`config.mk`:
```
export PLATFORM = sky130hd
export DESIGN_NAME = frame_deframer_dd_77_top
export DESIGN_NICKNAME = d
export VERILOG_FILES = /design/src/rtl/core/fdd77_pkg.sv /design/src/rtl/core/frame_deframer_dd_77_top.sv
export VERILOG_INCLUDE_DIRS = /design/src /design/src/rtl/core
export SDC_FILE = /design/constraint.sdc
export NUM_CORES = 1
export LEC_CHECK = 0
export BUFFER_PORTS_ARGS = -buffer_cell sky130_fd_sc_hd__buf_2
export CAP_MARGIN = 10
export CORE_MARGIN = 2
export CORE_UTILIZATION = 60
export DETAILED_ROUTE_END_ITERATION = 8
export GPL_TIMING_DRIVEN = 0
export PLACE_DENSITY_LB_ADDON = 0.12
export SKIP_LAST_GASP = 1
export SLEW_MARGIN = 20
export SYNTH_ARGS = -nofsm -noshare
export SYNTH_HDL_FRONTEND = slang
export SYNTH_SLANG_ARGS = --single-unit
```
`constraint.sdc`:
```
create_clock -name clk -period 3.4 [get_ports clk]
set_input_delay 0.34 -clock clk [delete_from_list [all_inputs] [get_ports clk]]
set_output_delay 0.34 -clock clk [all_outputs]
set_load 0.1 [all_outputs]
```
`src/rtl/core/frame_deframer_dd_77_top_macros.svh`:
```
// ----------------------------------------------------------------------------
// Frame deframer assertion macros
// Shared concurrent assertion wrappers, clocked on clk.
// ----------------------------------------------------------------------------
`ifndef FRAME_DEFRAMER_DD_77_TOP_MACROS_SVH
`define FRAME_DEFRAMER_DD_77_TOP_MACROS_SVH

// Checked only while out of reset.
`define FDD_ASSERT(lbl, prop, msg) \
  lbl: assert property (@(posedge clk) disable iff (!rst_n) prop) else $error(msg);

// Checked at every edge, reset included.
`define FDD_ASSERT_ALWAYS(lbl, prop, msg) \
  lbl: assert property (@(posedge clk) prop) else $error(msg);

`endif

```
`src/rtl/core/fdd77_pkg.sv`:
```
// ----------------------------------------------------------------------------
// Frame deframer package
// Types, codes and reset values shared by the frame checker.
// ----------------------------------------------------------------------------
`timescale 1ns / 1ps

package fdd77_pkg;

  localparam int unsigned ByteW   = 8;
  localparam int unsigned IdxW    = 6;
  localparam int unsigned SumW    = 16;
  localparam int unsigned CfgIdxW = 2;

  // Configuration register indexes
  localparam logic [CfgIdxW-1:0] CFG_END_BYTE     = 2'd0;
  localparam logic [CfgIdxW-1:0] CFG_MAX_PAYLOAD  = 2'd1;
  localparam logic [CfgIdxW-1:0] CFG_COMMAND_LOW  = 2'd2;
  localparam logic [CfgIdxW-1:0] CFG_COMMAND_HIGH = 2'd3;

  // Register reset values
  localparam logic [ByteW-1:0] END_BYTE_RST     = 8'h77;
  localparam logic [ByteW-1:0] MAX_PAYLOAD_RST  = 8'd52;
  localparam logic [ByteW-1:0] COMMAND_LOW_RST  = 8'h03;
  localparam logic [ByteW-1:0] COMMAND_HIGH_RST = 8'h05;

  typedef enum logic [2:0] {
    ST_OK       = 3'd0,
    ST_BAD_CMD  = 3'd1,
    ST_TOO_LONG = 3'd2,
    ST_BAD_END  = 3'd3,
    ST_BAD_SUM  = 3'd4,
    ST_ABORTED  = 3'd5
  } status_t;

  typedef enum logic [3:0] {
    PH_IDLE    = 4'b0001,
    PH_HEAD    = 4'b0010,
    PH_PAYLOAD = 4'b0100,
    PH_TRAILER = 4'b1000
  } phase_t;

  typedef struct packed {
    logic [ByteW-1:0] echo_byte;
    logic [IdxW-1:0]  byte_index;
    logic             last;
    status_t          status;
  } result_t;

endpackage

```
`src/rtl/core/frame_deframer_dd_77_top.sv`:
```
// ----------------------------------------------------------------------------
// Frame deframer top
// Checks a 0xDD-style serial reply frame byte by byte: command range,
// length limit, 16-bit negated-sum checksum and end byte. Echoes each
// frame byte with its index; the last beat of a frame carries a status.
// ----------------------------------------------------------------------------
//  channel | ports                              | direction
//  --------+------------------------------------+----------
//  input   | in_valid/in_stall, rx_byte,        | in
//          | frame_start, abort                 |
//  result  | out_valid/out_stall, echo_byte,    | out
//          | byte_index, last, status           |
//  config  | cfg_we, cfg_index, cfg_wdata       | in
//
// One byte per cycle while in_stall is low. Results enter the output
// register, or the skid if held. A two-entry output buffer (output register
// plus skid) lets input flow under out_stall until the skid fills; in_stall
// rises once both entries are full. Synchronous active-low reset clears
// frame state and loads register defaults. No clearing pass is needed.
// ----------------------------------------------------------------------------
`timescale 1ns / 1ps

`include "frame_deframer_dd_77_top_macros.svh"

module frame_deframer_dd_77_top
  import fdd77_pkg::*;
(
  input  logic                 clk,
  input  logic                 rst_n,
  // input channel
  input  logic                 in_valid,
  output logic                 in_stall,
  input  logic [ByteW-1:0]     in_rx_byte,
  input  logic                 in_frame_start,
  input  logic                 in_abort,
  // result channel
  output logic                 out_valid,
  input  logic                 out_stall,
  output logic [ByteW-1:0]     out_echo_byte,
  output logic [IdxW-1:0]      out_byte_index,
  output logic                 out_last,
  output logic [2:0]           out_status,
  // configuration
  input  logic                 cfg_we,
  input  logic [CfgIdxW-1:0]   cfg_index,
  input  logic [ByteW-1:0]     cfg_wdata
);

  // configuration registers
  logic [ByteW-1:0] end_byte_r, max_payload_r, command_low_r, command_high_r;

  // frame state
  phase_t           phase_r, phase_nxt;
  logic [IdxW-1:0]  byte_count_r, byte_count_nxt;
  logic [ByteW-1:0] payload_length_r, payload_length_nxt;
  logic             length_high_nonzero_r, length_high_nonzero_nxt;
  logic             command_valid_r, command_valid_nxt;
  logic [SumW-1:0]  running_sum_r, running_sum_nxt;
  logic [ByteW-1:0] checksum_high_r, checksum_high_nxt;

  // output buffer
  logic    out_valid_r, skid_valid_r;
  result_t out_r, skid_r;

  logic    in_accept, out_fire, has_res;
  result_t res;
  logic [SumW-1:0]  expect_sum;
  logic [ByteW-1:0] plen_dec;
  logic             sum_bad;

  assign in_stall  = skid_valid_r;
  assign in_accept = in_valid && !in_stall;
  assign out_fire  = out_valid_r && !out_stall;

  assign expect_sum = ~running_sum_r + 16'd1;
  assign plen_dec   = payload_length_r - 8'd1;
  assign sum_bad    = (checksum_high_r != expect_sum[15:8]) ||
                      (in_rx_byte != expect_sum[7:0]);

  always_comb begin
    phase_nxt               = phase_r;
    byte_count_nxt          = byte_count_r;
    payload_length_nxt      = payload_length_r;
    length_high_nonzero_nxt = length_high_nonzero_r;
    command_valid_nxt       = command_valid_r;
    running_sum_nxt         = running_sum_r;
    checksum_high_nxt       = checksum_high_r;
    has_res                 = 1'b0;
    res                     = '{echo_byte: '0, byte_index: '0, last: 1'b0, status: ST_OK};

    if (in_abort) begin
      if (phase_r != PH_IDLE || in_frame_start) begin
        has_res        = 1'b1;
        res.byte_index = (phase_r != PH_IDLE) ? byte_count_r : '0;
        res.last       = 1'b1;
        res.status     = ST_ABORTED;
        phase_nxt      = PH_IDLE;
      end
    end else if (in_frame_start) begin
      command_valid_nxt       = (in_rx_byte >= command_low_r) &&
                                (in_rx_byte <= command_high_r);
      running_sum_nxt         = '0;
      length_high_nonzero_nxt = 1'b0;
      payload_length_nxt      = '0;
      phase_nxt               = PH_HEAD;
      byte_count_nxt          = IdxW'(1);
      has_res                 = 1'b1;
      res.echo_byte           = in_rx_byte;
    end else if (phase_r != PH_IDLE) begin
      has_res        = 1'b1;
      res.echo_byte  = in_rx_byte;
      res.byte_index = byte_count_r;
      byte_count_nxt = byte_count_r + IdxW'(1);
      unique case (phase_r)
        PH_HEAD: begin
          running_sum_nxt = running_sum_r + {8'd0, in_rx_byte};
          if (byte_count_r == IdxW'(1)) begin
            length_high_nonzero_nxt = (in_rx_byte != 8'd0);
          end else if (!command_valid_r) begin
            phase_nxt  = PH_IDLE;
            res.last   = 1'b1;
            res.status = ST_BAD_CMD;
          end else if (length_high_nonzero_r || in_rx_byte > max_payload_r) begin
            phase_nxt  = PH_IDLE;
            res.last   = 1'b1;
            res.status = ST_TOO_LONG;
          end else begin
            payload_length_nxt = in_rx_byte;
            phase_nxt          = (in_rx_byte != 8'd0) ? PH_PAYLOAD : PH_TRAILER;
          end
        end
        PH_PAYLOAD: begin
          running_sum_nxt    = running_sum_r + {8'd0, in_rx_byte};
          payload_length_nxt = plen_dec;
          if (plen_dec == 8'd0) begin
            phase_nxt = PH_TRAILER;
          end
        end
        PH_TRAILER: begin
          // payload_length now counts trailer bytes seen
          if (payload_length_r == 8'd0) begin
            checksum_high_nxt  = in_rx_byte;
            payload_length_nxt = 8'd1;
          end else if (payload_length_r == 8'd1) begin
            running_sum_nxt    = {15'd0, sum_bad};
            payload_length_nxt = 8'd2;
          end else begin
            phase_nxt = PH_IDLE;
            res.last  = 1'b1;
            if (in_rx_byte != end_byte_r) begin
              res.status = ST_BAD_END;
            end else if (running_sum_r != '0) begin
              res.status = ST_BAD_SUM;
            end else begin
              res.status = ST_OK;
            end
          end
        end
        default: begin
          has_res = 1'b0;
        end
      endcase
    end
  end

  // configuration writes
  always_ff @(posedge clk) begin
    if (!rst_n) begin
      end_byte_r     <= END_BYTE_RST;
      max_payload_r  <= MAX_PAYLOAD_RST;
      command_low_r  <= COMMAND_LOW_RST;
      command_high_r <= COMMAND_HIGH_RST;
    end else if (cfg_we) begin
      unique case (cfg_index)
        CFG_END_BYTE:     end_byte_r     <= cfg_wdata;
        CFG_MAX_PAYLOAD:  max_payload_r  <= cfg_wdata;
        CFG_COMMAND_LOW:  command_low_r  <= cfg_wdata;
        CFG_COMMAND_HIGH: command_high_r <= cfg_wdata;
        default: ;
      endcase
    end
  end

  // frame state
  always_ff @(posedge clk) begin
    if (!rst_n) begin
      phase_r               <= PH_IDLE;
      byte_count_r          <= '0;
      payload_length_r      <= '0;
      length_high_nonzero_r <= 1'b0;
      command_valid_r       <= 1'b0;
      running_sum_r         <= '0;
      checksum_high_r       <= '0;
    end else if (in_accept) begin
      phase_r               <= phase_nxt;
      byte_count_r          <= byte_count_nxt;
      payload_length_r      <= payload_length_nxt;
      length_high_nonzero_r <= length_high_nonzero_nxt;
      command_valid_r       <= command_valid_nxt;
      running_sum_r         <= running_sum_nxt;
      checksum_high_r       <= checksum_high_nxt;
    end
  end

  // output register + skid
  always_ff @(posedge clk) begin
    if (!rst_n) begin
      out_valid_r  <= 1'b0;
      skid_valid_r <= 1'b0;
    end else if (!out_valid_r || out_fire) begin
      if (skid_valid_r) begin
        out_valid_r  <= 1'b1;
        skid_valid_r <= 1'b0;
      end else begin
        out_valid_r <= in_accept && has_res;
      end
    end else if (in_accept && has_res) begin
      skid_valid_r <= 1'b1;
    end
  end

  always_ff @(posedge clk) begin
    if (!out_valid_r || out_fire) begin
      out_r <= skid_valid_r ? skid_r : res;
    end else if (in_accept && has_res) begin
      skid_r <= res;
    end
  end

  assign out_valid      = out_valid_r;
  assign out_echo_byte  = out_r.echo_byte;
  assign out_byte_index = out_r.byte_index;
  assign out_last       = out_r.last;
  assign out_status     = out_r.status;

  // ---------------------------------------------------------------------------
  // assertions
  `FDD_ASSERT(a_skid_needs_out, skid_valid_r |-> out_valid_r, "skid beat without output beat")
  `FDD_ASSERT(a_status_on_last, (out_valid_r && out_r.status != ST_OK) |-> out_r.last, "error status on non-last beat")
  `FDD_ASSERT(a_abort_to_idle, (in_accept && in_abort) |=> (phase_r == PH_IDLE), "abort left frame open")
  `FDD_ASSERT_ALWAYS(a_reset_clears, !rst_n |=> (!out_valid_r && !skid_valid_r), "output buffer not cleared by reset")

endmodule

```
==> impl_metrics.ini, run 1 <==
[route]
firstDrtPassIters = 5
vias_per_cell = 6.07
wl_um = 17000
ant_nets = 0
dr_total_vias = 5669
wl_per_cell_um = 18.2
drt_iter0_markers = 389
drc_errors = 0

[setup_path]
end_kind = flop
cpPeakStageDelay_ns = 0.45
cp_max_fo = 10
cp_slowest_cell = nor3_1
cp_common_cell = o21ai_0
r2r-start = phase_r[2]
worstPathArrival_ns = 3.03
cpLargestDelayFamily = compound AO/OA/AOI/OAI gates
crit_required_ns = 3.84
crit_path_start_kind = flop
crit_path_cell_trace = clkbuf_1, o21ai_0, o211a_1, o21ai_0, nor3_1, clkbuf_1, o21ai_0, a211oi_1
startpoint = phase_r[2]
cp_num_buf_inv = 2
worst-setup-path-type = flop to flop
ff2ff_path_depth = 8
path_depth = 8

[global_routing]
track_usage_pct = 30.7
grt_pass1_wl_um = 27700
first_global_vias = 5511
overflow = 0
antenna_found_initial = 0
grt_max_degree = 22

[placed_design]
place_congestion = 0.884
dp_hpwl_um = 11800
port_buffers = 41

[layout]
syn2layout_area_growth_pct = 15.3
largest_register_ffs = 18
largestRegisters = skid_r (18), running_sum_r (16)
drive_above_1_share_pct = 15.9
n_antenna_cell = 0
nets = 844
top_register = skid_r
final_util_pct = 70.3

[synthesis]
synthCells = 720
yosysWarningCount = 0
synth_top_area_share_pct = 23.7
synth_area_leaders = dfxtp_1 (24%), edfxtp_1 (16%), ha_1 (7.0%), nand2_1 (5.8%), xnor2_1 (4.0%)
synth_edf_count = 36
synth_nets = 783
yosys.area.top_type = dfxtp_1
seq_area_frac_synth_pct = 40.1
synth-async-reset-ratio_pct = 0
ys.flop_type = dfxtp_1
synthDistinctLibCells = 75
ys_seq_elements = 114
syn_area_um2 = 6590
syn_area_per_cell_um2 = 9.15

[power_and_ir_drop]
clock_power_share_pct = 48.0
combPwrFrac_pct = 13.4
power.switching_mw = 1.02
swShare_pct = 26.8
powerDensity_nw_per_um2 = 501
seqPwrFrac_pct = 38.7
p_leak_nw = 3.17
vdd_drop_max_mv = 0.419
internal-power_mw = 2.78

[sta]
finalClockSkew_ns = 0.00685
slew_headroom_pct = 40.1
tns_ns = 0
finalSetupViolations = 0
report.final.hold_viol_count = 0
fmax_mhz = 386
worst_pin_slew_ns = 0.896
rsz0062_at_grt = false
final-max-slew-violation-count = 0
layout_min_cycle_time_ns = 2.59
post-route-period-util_pct = 76.2

[clock_tree]
cts_buffers = 17
cts-htree-levels = 4
clk_pin_slew_worst_paths_ns = 0.06
clock-sinks = 114
postCtsHoldBufs = 0
clock_latency_ns = 0.52
clock_tree.root_cell = clkbuf_8
clockBufferDepth = 2
cts_tree = done
post_cts_buffers = 0
post_cts_resized = 0

[worst_hold_path]
min_from = cfg_wdata[2]
hp-class = input port to flop
whs_path_depth = 3

[floorplan]
die_area_um2 = 11800
chipWidth_um = 109
die_y_um = 109
rows = 38
pin_count = 45
initial_core_util_pct = 61.0
coreArea_um2 = 10800

[job]
cap_violations = 0

[outcome]
status = completed
area by class of cell:
type	count	area, µm²
fillers	821	3200
multi-input cells	539	3660
clock buffers	18	418
plain buffers	32	155
well taps	140	175
inverters	35	131
clock inverters	14	189
repair buffers	42	220
flip-flops and latches	114	2640
final timing paths:
kind                        to  slack, ns
min           command_low_r[2]       0.11
max reg2reg  running_sum_r[12]       0.81
max          running_sum_r[12]       0.81
min reg2reg   command_low_r[5]       0.46
kinds of logic (layout without fill, tap and decap cells):
logic type                 Yosys count  after routing  share of synthesized area [%]
DFF                                114            114                           40.1
buffers and inverters               67            141                           4.35
xor gates and xnor gates            46             46                           6.12
AOI/OAI and AO/OA                  130            130                           12.8
muxes                               43             43                           6.88
adders and majority gates           38             38                           7.33
and+or+nand+nor                    282            282                           22.4
stage by stage:
| step | power, mW | worst slack, ns | std cells | hold WS [ns] | area, µm² |
|---|---|---|---|---|---|
| floorplan | 1.87 | 0.389 | 720 | 0.436 | 6590 |
| detailed placement | 2.00 | 0.651 | 902 | 0.450 | 6980 |
| CTS | 3.82 | 0.860 | 934 | 0.0880 | 7590 |
| global route | 3.94 | 0.586 | 934 | 0.0932 | 7590 |
| global placement | 1.98 | 0.403 | 901 | 0.445 | 6970 |
| finish | 3.80 | 0.809 | 934 | 0.105 | 7590 |
synth_stat cells, types with 6 or more instances:
cell type,instances
nand3_1,17
nor3b_1,6
o21ai_0,24
nor2_1,57
nand2_1,102
nand4_1,9
and3_1,6
xnor2_1,30
clkbuf_1,22
mux2i_1,25
a21o_1,9
nor4_1,6
a22oi_1,7
nor3_1,19
a21oi_1,38
dfxtp_1,78
and2_1,13
xor2_1,16
a211oi_1,7
o211ai_1,6
edfxtp_1,36
mux2_2,17
inv_1,33
a31oi_1,6
ha_1,37
tightest hold or removal path, cell delays in order:
cell and delay (ns):
buf_2 0.13, nand2_1 0.06, a21oi_1 0.05
placed cells by master, fill, tap and decap left out, types with 24 or more instances in the layout:
cell      Yosys  layout
xnor2_1      30      30
nor2_1       57      57
dfxtp_1      78      78
edfxtp_1     36      36
mux2i_1      25      25
nand2_1     102     102
inv_1        33      33
ha_1         37      37
buf_2         4      45
o21ai_0      24      24
a21oi_1      38      38
metal layers:
layer | global-route usage, % | part of all wire (%) | vias up
met5 | 0 | 0 | -
met4 | 11.3 | 2.2 | 0
met3 | 7.17 | 6.7 | 34
met2 | 51.1 | 48 | 212
met1 | 38.9 | 43 | 2726
li1 | - | - | 2697
power by group through the flow:
stage	Combinational, mW	Sequential (mW)	Clock, mW
floorplan	0.252	1.61	0
global placement	0.487	1.50	0
detailed placement	0.498	1.50	0
CTS	0.504	1.47	1.85
global route	0.549	1.47	1.92
finish	0.508	1.47	1.82
Note: power is estimated with default switching activity, not from simulation.
==> run 2: changes to the inputs <==
- ABC_AREA: unset -> 1
- clock period: 3.4 -> 2.5 ns (I/O delays scaled with it)
==> run 2 against run 1 <==
First-iteration DRC count up 17%. Critical path depth down 1. Design area up 1.1%. Final cell count up 23%. Power up 38%. Sequential power up 39%. Critical path type unchanged. Largest power group unchanged.
==> impl_metrics.ini, run 2 <==
[outcome]
status = completed

[synthesis]
ys_seq_elements = 114
synth-async-reset-ratio_pct = 0
synth_most_common_cell = nand2_1
ys.flop_type = dfxtp_1
synthDistinctLibCells = 44
syn_area_per_cell_um2 = 7.20
seq_area_frac_synth_pct = 39.7
syn_area_um2 = 6660
synth_top_area_share_pct = 23.4
synth_nets = 988
synth_area_leaders = dfxtp_1 (23%), edfxtp_1 (16%), nand2_1 (14%), ha_1 (6.9%), inv_1 (6.2%)
synthCells = 925
yosysWarningCount = 0
synth_common_cells = nand2_1 (253), inv_1 (110), nor2_1 (107)
yosys.area.top_type = dfxtp_1
synth_edf_count = 36

[sta]
worst_pin_slew_ns = 0.894
finalSetupViolations = 0
post-route-period-util_pct = 90.1
slew_headroom_pct = 40.2
report.final.hold_viol_count = 0
layout_min_cycle_time_ns = 2.25
tns_ns = 0
fmax_mhz = 444
layout_setup_ws_ns = 0.247
finalClockSkew_ns = 0.00867
hold_ws_ns = 0.0575
rsz0062_at_grt = false
final-max-slew-violation-count = 0

[layout]
fillers = 939
largestRegisters = skid_r (18), running_sum_r (16)
largest_register_ffs = 18
final_common_cell = nand2_1
syn2layout_area_growth_pct = 15.2
fin_cells = 1148
nets = 1058
final_cell_mix = nand2_1 (253), inv_1 (110), nor2_1 (106), dfxtp_1 (78), a21oi_1 (69)
final_util_pct = 70.8
drive_above_1_share_pct = 10.2
stdcell_area_um2 = 7680
top_register = skid_r
n_antenna_cell = 0

[power_and_ir_drop]
vdd_drop_max_mv = 0.517
power_mw = 5.25
powerDensity_nw_per_um2 = 684
p_leak_nw = 3.64

[setup_path]
end_kind = flop
cp_max_fo = 18
worstPathArrival_ns = 2.43
cpLargestDelayFamily = simple AND/OR/NAND/NOR gates
crit_path_start_kind = flop
crit_required_ns = 2.67
cp_num_buf_inv = 1
cpPeakStageDelay_ns = 0.43
crit_path_cell_trace = nor2_2, nand3_2, nand2_2, nor3_2, a21oi_1, inv_1, nor2_4
cp_slowest_cell = nor2_4
worst-setup-path-type = flop to flop

[route]
drt_iter0_markers = 454
firstDrtPassIters = 5
wl_um = 16600
drc_errors = 0
wl_per_cell_um = 14.5
dr_total_vias = 6225
ant_nets = 0
vias_per_cell = 5.42

[placed_design]
dp_slack_ns = 0.193
port_buffers = 44
place_congestion = 0.919
postPlaceCellArea_um2 = 7070
dp_hpwl_um = 12000
placedCellCount = 1109

[clock_tree]
cts-htree-levels = 4
clockBufferDepth = 2
cts_tree = done
clock-sinks = 114
post_cts_buffers = 0
cts_buffers = 17
clock_latency_ns = 0.54
clock_tree.root_cell = clkbuf_8
clk_pin_slew_worst_paths_ns = 0.06

[global_routing]
antenna_found_initial = 0
grt_max_degree = 22
overflow = 0
track_usage_pct = 29.7
first_global_vias = 5648
grt_pass1_wl_um = 27000

[floorplan]
die_y_um = 109
rows = 38
pin_count = 45
coreArea_um2 = 10800
initial_core_util_pct = 61.5
chipWidth_um = 109
die_area_um2 = 12000

[worst_hold_path]
hp-class = input port to flop

[job]
cap_violations = 0
-- run 2: cell count changes in the layout (fill, tap and decap cells not counted), sizes merged, moves of 8 or more --
cell and change:
nand2 +158, inv +83, mux2i -25, a21o -8, xnor2 -18, and2 -13
nor2 +55, mux2 -18, a21oi +31, o21ai +18, nand3 +35
-- run 2: layout make-up --
type	instances	area, µm²	share of cell area (%)
buffer	16	65.1	0.848
clock buffer	19	422	5.49
clock inverter	13	119	1.55
inverter	121	462	6.01
multi-input combinational	674	3500	45.6
sequential	114	2640	34.4
tap	140	175	2.28
timing repair buffer	51	290	3.78
-- run 2: path summary, 6_finish.rpt --
| kind | from | slack, ns | cells after the start | endpoint |
|---|---|---|---|---|
| max reg2reg | phase_r[1] | 0.25 | 7 | skid_r[10] |
| min reg2reg | command_high_r[1] | 0.46 | 2 | command_high_r[1] |
| min | cfg_wdata[5] | 0.06 | 3 | max_payload_r[5] |
| max | phase_r[1] | 0.25 | 7 | skid_r[10] |
-- run 2: logic make-up after synthesis --
family	after synthesis	synth area share, %
AND/OR/NAND/NOR	474	30.5
buffers and inverters	137	7.91
AO/OA/AOI/OAI	136	11.1
flip-flops	114	39.7
adder cells (fa/ha/maj)	38	7.25
XOR/XNOR	26	3.62
-- run 2: report_power, final --
| part | internal (mW) | switching [mW] | total (mW) |
|---|---|---|---|
| clock network | 1.39 | 0.854 | 2.25 |
| registers | 2.00 | 0.0387 | 2.04 |
| logic | 0.255 | 0.711 | 0.966 |
| total | 3.65 | 1.60 | 5.25 |
-- run 2: worst register-to-register path: cells and delay by family (launching register included) --
kind | cells | cell delay, ns
AND/OR/NAND/NOR | 5 | 1.05
buffers and inverters | 1 | 0.14
flip-flops | 1 | 0.36
AO/OA/AOI/OAI | 1 | 0.35
-- run 2: routing by layer --
metal  part of all wire, %  global-route usage, %
met3                   5.6                   6.40
met4                   1.8                   9.22
met2                    47                   50.1
met5                     0                      0
met1                    45                   38.2
-- run 2: timing repair --
item	CTS	global route
hold buffers	7	0
hold endpoints to repair	12	0
resized for setup	0	1
endpoints found under the setup margin	0	1
==> run 3: changes to the inputs <==
- CTS_BUF_LIST: unset -> sky130_fd_sc_hd__clkbuf_4 sky130_fd_sc_hd__clkbuf_8
- clock period: 2.5 -> 2.6 ns (I/O delays scaled with it)
==> run 3 against run 2 <==
Via count down 1.2%. Clock power fell by 30%. Worst hold slack improved by 0.018 ns. Flip-flop and latch count unchanged. Sequential share of layout area rose by 1.1 points. Wire length fell by 2.8%. Power fell by 15%. Final cell count decreased by 0.61%. Maximum frequency down 1.2%. Design area down 3.2%. Clock skew up 0.0040 ns. Non-clock buffer count shrank 7. Critical path type unchanged. Highest routed layer unchanged.
==> impl_metrics.ini, run 3 (synthesis gave the netlist of run 2 again) <==
[outcome]
status = completed

[layout]
syn2layout_area_growth_pct = 11.6
drive_above_1_share_pct = 10.5
nets = 1051
final_common_cell = nand2_1
largest_register_ffs = 18
top_register = skid_r
n_antenna_cell = 0
largestRegisters = skid_r (18), running_sum_r (16)
final_cell_mix = nand2_1 (253), inv_1 (110), nor2_1 (106), dfxtp_1 (78), a21oi_1 (69)
fillers = 992
final_util_pct = 68.6
stdcell_area_um2 = 7430

[clock_tree]
post_cts_buffers = 0
clk_pin_slew_worst_paths_ns = 0.07
cts_tree = done
clock_latency_ns = 0.46
clock-sinks = 114
post_cts_resized = 0
cts-htree-levels = 4
cts_buffers = 17
clockBufferDepth = 2
postCtsHoldBufs = 0
clock_tree.root_cell = clkbuf_8

[sta]
finalClockSkew_ns = 0.0126
slew_headroom_pct = 37.9
worst_pin_slew_ns = 0.924
report.final.hold_viol_count = 0
layout_min_cycle_time_ns = 2.28
fmax_mhz = 439
post-route-period-util_pct = 87.7
tns_ns = 0
hold_ws_ns = 0.0758
rsz0062_at_grt = false
final-max-slew-violation-count = 0
finalSetupViolations = 0

[route]
vias_per_cell = 5.39
dr_total_vias = 6149
wl_per_cell_um = 14.1
wl_um = 16100
ant_nets = 0
drt_iter0_markers = 469
drc_errors = 0
firstDrtPassIters = 5

[setup_path]
worstPathArrival_ns = 2.37
worst-setup-path-type = flop to flop
cp_max_fo = 18
cp_num_buf_inv = 1
path_depth = 7
ff2ff_path_depth = 7
end_kind = flop
cpLargestDelayFamily = simple AND/OR/NAND/NOR gates
cpPeakStageDelay_ns = 0.43
crit_required_ns = 2.69
crit_path_start_kind = flop
crit_path_cell_trace = nor2_2, nand3_2, nand2_2, nor3_2, a21oi_1, inv_1, nor2_4
cp_slowest_cell = nor2_4

[power_and_ir_drop]
powerDensity_nw_per_um2 = 599
vdd_drop_max_mv = 0.492
p_leak_nw = 3.54

[global_routing]
track_usage_pct = 28.9
overflow = 0
first_global_vias = 5445
grt_max_degree = 22
antenna_found_initial = 0
grt_pass1_wl_um = 26100

[placed_design]
dp_hpwl_um = 12000
postPlaceCellArea_um2 = 7070
place_congestion = 0.919
port_buffers = 44

[floorplan]
die_y_um = 109
chipWidth_um = 109
initial_core_util_pct = 61.5
die_area_um2 = 12000
coreArea_um2 = 10800
rows = 38
pin_count = 45

[job]
cap_violations = 0

[worst_hold_path]
whs_path_depth = 3
hp-class = input port to flop
## run 3: cell count changes in the layout (fill, tap and decap cells not counted), moves of 2 or more
cell           delta
clkbuf_16        -16
clkbuf_8         +16
dlygate4sd3_1     -7
clkbuf_1          -2
clkbuf_4          +2
## run 3: path summary, 6_finish.rpt
check | slack [ns] | startpoint | to
min | 0.08 | cfg_wdata[1] | end_byte_r[1]
max reg2reg | 0.32 | phase_r[1] | skid_r[17]
min reg2reg | 0.46 | command_high_r[4] | command_high_r[4]
max | 0.32 | phase_r[1] | skid_r[17]
## run 3: area by class of cell
| cell class | count | area [µm²] | share of cell area, % |
|---|---|---|---|
| Buffer | 16 | 65.1 | 0.875 |
| Clock buffer | 19 | 249 | 3.35 |
| Clock inverter | 13 | 119 | 1.60 |
| Inverter | 121 | 462 | 6.21 |
| Multi-Input combinational cell | 674 | 3500 | 47.1 |
| Sequential cell | 114 | 2640 | 35.5 |
| Tap cell | 140 | 175 | 2.36 |
| Timing Repair Buffer | 44 | 220 | 2.96 |
## run 3: per-stage QoR
stage	cells	setup slack (ns)	total power, mW
6_report	1141	0.320	4.46
5_1_grt	1141	0.0623	4.65
4_1_cts	1141	0.362	4.47
3_5_place_dp	1109	0.283	2.91
3_3_place_gp	1109	0.292	2.89
2_1_floorplan	925	0.107	2.70
## run 3: where the power goes
group	switching (mW)	internal, mW	leakage [nW]	total (mW)
logic	0.680	0.238	2.35	0.918
registers	0.0369	1.92	1.01	1.96
clock network	0.730	0.849	0.184	1.58
## run 3: worst register-to-register path, cell delays in order, from the launching register on
cell and delay [ns]:
dfxtp_1 0.37, nor2_2 0.13, nand3_2 0.16, nand2_2 0.24, nor3_2 0.10, a21oi_1 0.36, inv_1 0.14, nor2_4 0.43
## run 3: routing by layer
layer,wire length [µm],vias up,global-route usage [%]
met1,7410,2778,37.7
met4,375,0,10.3
met5,0,-,0
met2,7390,191,47.4
met3,965,35,6.46
li1,-,3145,-
